[config.mk]
export PLATFORM = sky130hd
export DESIGN_NAME = tdr_cell
export DESIGN_NICKNAME = d
export VERILOG_FILES = /design/src/rtl/tdr_pkg.sv /design/src/rtl/tdr_cell.sv
export SDC_FILE = /design/constraint.sdc
export NUM_CORES = 1
export LEC_CHECK = 0
export BUFFER_PORTS_ARGS = -buffer_cell sky130_fd_sc_hd__buf_2
export CAP_MARGIN = 40
export CORE_UTILIZATION = 30
export CTS_CLUSTER_DIAMETER = 60
export DETAILED_ROUTE_END_ITERATION = 8
export GPL_TIMING_DRIVEN = 0
export PLACE_DENSITY = 0.53
export SYNTH_ARGS = -nofsm -noshare
export SYNTH_HDL_FRONTEND = slang
export SYNTH_SLANG_ARGS = --single-unit
[constraint.sdc]
create_clock -name clk -period 6 [get_ports clk]
set_clock_uncertainty 0.1 [all_clocks]
set_input_delay 0.6 -clock clk [delete_from_list [all_inputs] [get_ports clk]]
set_output_delay 0.6 -clock clk [all_outputs]
set_load 0.01 [all_outputs]
[src/rtl/tdr_pkg.sv]
// shared constants and types for the tile deduplication block
package tdr_pkg;

  // one 2bpp tile is two 64-bit bitplanes
  localparam int PLANE_W = 64;
  localparam int TILE_W  = 2 * PLANE_W;

  // result field widths
  localparam int INDEX_W = 8;
  localparam int COUNT_W = 9;

  // default depth of the distinct tile store
  localparam int MAX_TILES_DEF = 256;

  // control that travels with a tile along the compare chain
  typedef struct packed {
    logic valid;     // a tile is in this stage
    logic found;     // matched a stored tile upstream
    logic appended;  // stored as a new tile upstream
    logic last;      // last tile of the bank
  } tdr_ctl_t;

endpackage

[src/rtl/tdr_cell.sv]
// one compare cell: holds one distinct tile and passes the search tile on
module tdr_cell #(
  parameter int CELL_IDX = 0,
  parameter int IW       = 8,
  parameter int CW       = 9
) (
  input  logic                     clk,
  input  logic                     rst_n,
  input  tdr_pkg::tdr_ctl_t        ctl_in,
  input  logic [tdr_pkg::TILE_W-1:0] tile_in,
  input  logic [IW-1:0]            idx_in,
  input  logic [CW-1:0]            total,
  output tdr_pkg::tdr_ctl_t        ctl_out,
  output logic [tdr_pkg::TILE_W-1:0] tile_out,
  output logic [IW-1:0]            idx_out
);

  localparam logic [CW-1:0] MY_CNT = CW'(CELL_IDX);
  localparam logic [IW-1:0] MY_IDX = IW'(CELL_IDX);

  logic [tdr_pkg::TILE_W-1:0] entry_r;
  tdr_pkg::tdr_ctl_t          ctl_r;
  tdr_pkg::tdr_ctl_t          ctl_nxt;
  logic [tdr_pkg::TILE_W-1:0] tile_r;
  logic [IW-1:0]              idx_r;
  logic [IW-1:0]              idx_nxt;
  logic                       searching;
  logic                       hit;
  logic                       take;

  // compare against the stored entry, or claim this slot if it is the next free one
  assign searching = ctl_in.valid && !ctl_in.found && !ctl_in.appended;
  assign hit       = searching && (MY_CNT < total) && (entry_r == tile_in);
  assign take      = searching && (MY_CNT == total);

  always_comb begin
    ctl_nxt          = ctl_in;
    ctl_nxt.found    = ctl_in.found || hit;
    ctl_nxt.appended = ctl_in.appended || take;
    idx_nxt          = (hit || take) ? MY_IDX : idx_in;
  end

  // stored tile, written when a new tile lands in this slot
  always_ff @(posedge clk) begin
    if (take) begin
      entry_r <= tile_in;
    end
  end

  // stage register toward the next cell
  always_ff @(posedge clk) begin
    if (!rst_n) begin
      ctl_r <= '0;
    end else begin
      ctl_r <= ctl_nxt;
    end
    tile_r <= tile_in;
    idx_r  <= idx_nxt;
  end

  assign ctl_out  = ctl_r;
  assign tile_out = tile_r;
  assign idx_out  = idx_r;

endmodule
### Word level (Yosys, flattened, before mapping)

Index checks and enable logic that the tools add are counted.

* bits in registers: 268
* bits of input ports: 151
* output and inout bits: 140
* word-level logic and storage cells: 20

* order comparisons: 1
* equal/unequal tests: 1
* reductions and logical operators: 11

Operators by type and width (number)
* 128-bit == test: 1
* 9-bit logical NOT: 1
* 1-bit by 9-bit less-than comparator with 1-bit output (first input constant): 1
* 1-bit logical AND: 5
* 1-bit logical OR: 3
* 1-bit logical NOT: 2

### Logic depth before layout (Yosys ltp)

* word-level depth: 6
* depth in mapped cells: 6
* gate-level depth less buffers: 6

### Least setup slack after synthesis

OpenSTA, ideal clock, no wires.

* kind: input-to-reg
* start: input port total[6]
* end: register entry_r[0] in the netlist's numbering, enable pin
* setup time: 0.425 ns
* arrival time: 2.942 ns
* data required time: 5.475 ns
* path slack: 2.533 ns
* cell stages on the path: 4
* buffers on the path: 0
* cell sequence: or4_4 -> nor4_4 -> nand2_2 -> inv_2

* cells in the longest elaborated chain, start to end: 2

Ends and longest elaborated chain
* start, declared: line tdr_cell.sv:12 `input logic [CW-1:0] total,`
* 9-bit logical NOT: line tdr_cell.sv:34 `assign take = searching && (MY_CNT == total);`
* 1-bit logical AND: line tdr_cell.sv:34
* via take: line tdr_cell.sv:29 `logic take;`
* end signal, assigned: line tdr_cell.sv:46 `entry_r <= tile_in;`
* end, declared: line tdr_cell.sv:21 `logic [tdr_pkg::TILE_W-1:0] entry_r;`

The timed path passes the listed nets, and every way through them passes these cells.
A chain may end at the register's enable or synchronous reset.

### Final worst setup path

* start: input port total[6]
* end: register entry_r[39] in the netlist's numbering, enable pin

The elaborated chain is that of the path after synthesis.

==> reports/metrics.yaml <==
worst_hold_path:
  min-delay-path-class: "in2reg"
  min-delay-start: "tile_in[98]"
setup_path:
  critPathRequiredTime_ps: 6090
  critical_path.max_fanout: 68
  worstPathCellList: "buf_2 -> or4_4 -> nor4_4 -> nand2_2 -> inv_6 -> buf_16"
  critPathMaxStageDelay_ps: 530
  timing.critical_path.buf_inv: 3
  cpMaxStageDelayCell: "sky130_fd_sc_hd__or4_4"
  rr_startpoint: "entry_r[106]"
  crit_start: "total[6]"
  cp-start-kind: "input port"
  worst-setup-path-type: "in2reg"
  crit_path_end_kind: "register"
  cp.arrival_ps: 2680
  largest_delay_share_family_worst_path: "simple AND/OR/NAND/NOR gates"
drt:
  remaining_routing_drc_violations: 0
  drt_pass_1_iters: 4
  route.detailed.vias_per_inst: 4.05
  avgRoutedWirePerCell_um: 13.9
  route.final.wire_length_um: 16100
  dr_total_vias: 4690
  ant_nets: 0
  drt_first_iter_violations: 132
synthesis:
  post_synth_instance_area_mm2: 0.00821
  ys_types: 20
  ys_seq_area_share_pct: 80.9
  synthAdderAreaFrac_pct: 0
  syn-num-nets: 621
  netlist_instances: 470
  yosys-mux-area-fraction_pct: 0
  synthSimpleGateAreaFrac_pct: 5.13
  synth_top_family_by_area: "XOR/XNOR gates"
  syn_avg_cell_area_um2: 17.5
  synth.yosys.warnings: 0
  xor_xnor_share_of_the_synthesized_area_pct: 13.7
  postSynthRegisterBits: 268
  compound_gate_fraction_of_synth_area_pct: 0.198
placed_design:
  hpwlAfterDp_um: 11700
  place_inst: 1104
  pre_cts_ws_ps: 2810
  portBuffers: 290
  finalWeightedCongestion: 0.682
global_route:
  first_pass_grt_wire_length_um: 24500
  grt_antenna_before_repair: 1
  pin_count_of_the_biggest_net_entering_global_routing: 69
  via_count_of_the_first_global_routing_pass: 4564
  gr-usage-all-layers_pct: 11.1
  overflow: 0
cts:
  cts.path.max_buffers: 3
  clock_latency_ps: 530
  cts_tree: "done"
  cts_post_setup_buffers_inserted: 0
  holdBufCountCts: 0
  sink_count_of_the_clock_tree: 268
  cts-htree-levels: 1
  cts_inserted_buffers: 28
  clkSlewWorstSetupHoldPaths_ps: 60
  clock-root-buffer: "sky130_fd_sc_hd__clkbuf_16"
  postCtsResizedCells: 0
cells_and_area:
  finalNonFillerCells: 1157
  nets: 944
  n_fill_cell: 2524
  flow.area_growth_from_synthesis_pct: 34.5
  mostFrequentLayoutCells: "sky130_fd_sc_hd__buf_2 (291), sky130_fd_sc_hd__dfxtp_1 (140), sky130_fd_sc_hd__xnor2_1 (128), sky130_fd_sc_hd__edfxtp_1 (128), sky130_fd_sc_hd__nand4_1 (32)"
  layout.cells.most_common: "sky130_fd_sc_hd__buf_2"
  sequential_cell_area_mm2: 0.00665
  area_occupied_by_multi_input_gates_mm2: 0.00156
  layout-drive-gt1-share_pct: 41.8
pwr:
  peakVddDrop_mv: 0.180
  sequential_share_of_power_pct: 51.2
  report.power.total_w: 0.00386
  power_report.internal_total_w: 0.00306
  leakage_nw: 4.34
  power_per_cell_area_mw_per_mm2: 349
  p_sw_share_pct: 20.7
  power_switching_w: 0.000797
  power.clock.fraction_pct: 43.4
  comb_power_share_pct: 5.4
sta:
  finalSetupViolations: 0
  maxClockFrequency_mhz: 386
  post-route-period-util_pct: 43.2
  finalHoldWorstSlack_ps: 106
  timing.final.crit_period_ps: 2590
  fin_setup_tns_ps: 0
  worst_path_setup_slack_after_routing_ps: 3410
  unrepaired_setup_endpoints_after_global_routing: "no"
  slew_viol_final: 0
  final_hold_violating_endpoints: 0
  timing_worst_slew_pin_value_ps: 596
  maxSlewHeadroom_pct: 60.3
die:
  initial_core_util_pct: 30.6
  num_io_pins: 291
  die_y_um: 167
  core_area_mm2: 0.0269
  die_area_mm2: 0.0280
  standard_cell_rows: 60
  die_w_um: 167
flow_run:
  max-cap-violations: 0
outcome:
  status: "finished, final reports clean"
[worst paths after layout]
path	endpoint	slack [ps]	cells past startpoint
setup / recovery	entry_r[39]	3410	6
hold / removal	tile_out[98]	110	1
setup reg to reg	idx_out[4]	3700	7
hold reg to reg	ctl_out[2]	680	5
[worst reg2reg max path, cell delays in order, from the launching register on]
cell                              delay, ps
sky130_fd_sc_hd__edfxtp_1               380
sky130_fd_sc_hd__xnor2_1                150
sky130_fd_sc_hd__nand4_1                150
sky130_fd_sc_hd__nor4_1                 330
sky130_fd_sc_hd__clkdlybuf4s18_2        290
sky130_fd_sc_hd__nand4_1                160
sky130_fd_sc_hd__nor3_4                 500
sky130_fd_sc_hd__nor2_1                 110
[metal layers]
metal / global-route usage, % / up-vias / part of all wire [%]
li1: - / 2312 / -
met5: 0 / - / 0
met1: 14.4 / 2153 / 44
met4: 3.43 / 0 / 1.5
met3: 3.92 / 25 / 9.2
met2: 17.3 / 200 / 45
[metrics by stage]
step	area (um^2)	util [%]
floorplan	8210	-
global placement	10100	37.5
detailed placement	10100	37.7
CTS	11000	41.1
global route	11000	41.1
finish	11000	41.1
[cells by family (layout without fill, tap and decap cells)]
kind of cell | count (synthesis) | after routing
compound gates | 2 | 2
xor+xnor | 128 | 128
flops | 268 | 268
other cells | 0 | 1
simple gates | 70 | 70
buf+inv | 2 | 347
[cell type report]
type / instances / area share [%]
Antenna cell: 1 / 0.0227
Clock buffer: 42 / 7.49
Clock inverter: 10 / 0.725
Inverter: 2 / 0.113
Multi-Input combinational cell: 200 / 14.1
Sequential cell: 268 / 60.2
Tap cell: 341 / 3.86
Timing Repair Buffer: 293 / 13.5
[cell usage after synthesis (all sizes together)]
cell / count / area share [%]
xnor2: 128 / 14
inv: 2 / 0.091
or3: 1 / 0.076
nand3: 2 / 0.18
nor4: 9 / 0.87
edfxtp: 128 / 47
and2: 2 / 0.15
nor3b: 1 / 0.091
nand2: 12 / 0.58
nand4: 32 / 2.4
o41ai: 1 / 0.11
nor3: 1 / 0.20
or4: 1 / 0.14
dfxtp: 140 / 34
nor2: 9 / 0.41
o21a: 1 / 0.091
[power by group through the flow]
stage,logic (W),registers [W],clock network [W]
3_5_place_dp,0.000215,0.00201,0
3_3_place_gp,0.000214,0.00201,0
2_1_floorplan,0.0000449,0.00204,0
6_report,0.000210,0.00197,0.00167
4_1_cts,0.000216,0.00197,0.00173
5_1_grt,0.000230,0.00198,0.00181
[sequential cells by signal, indices dropped and copies added (netlist names)]
register,count
entry_r,128
tile_out,128
idx_out,8
ctl_out,4
(Power assumes the default switching activity.)
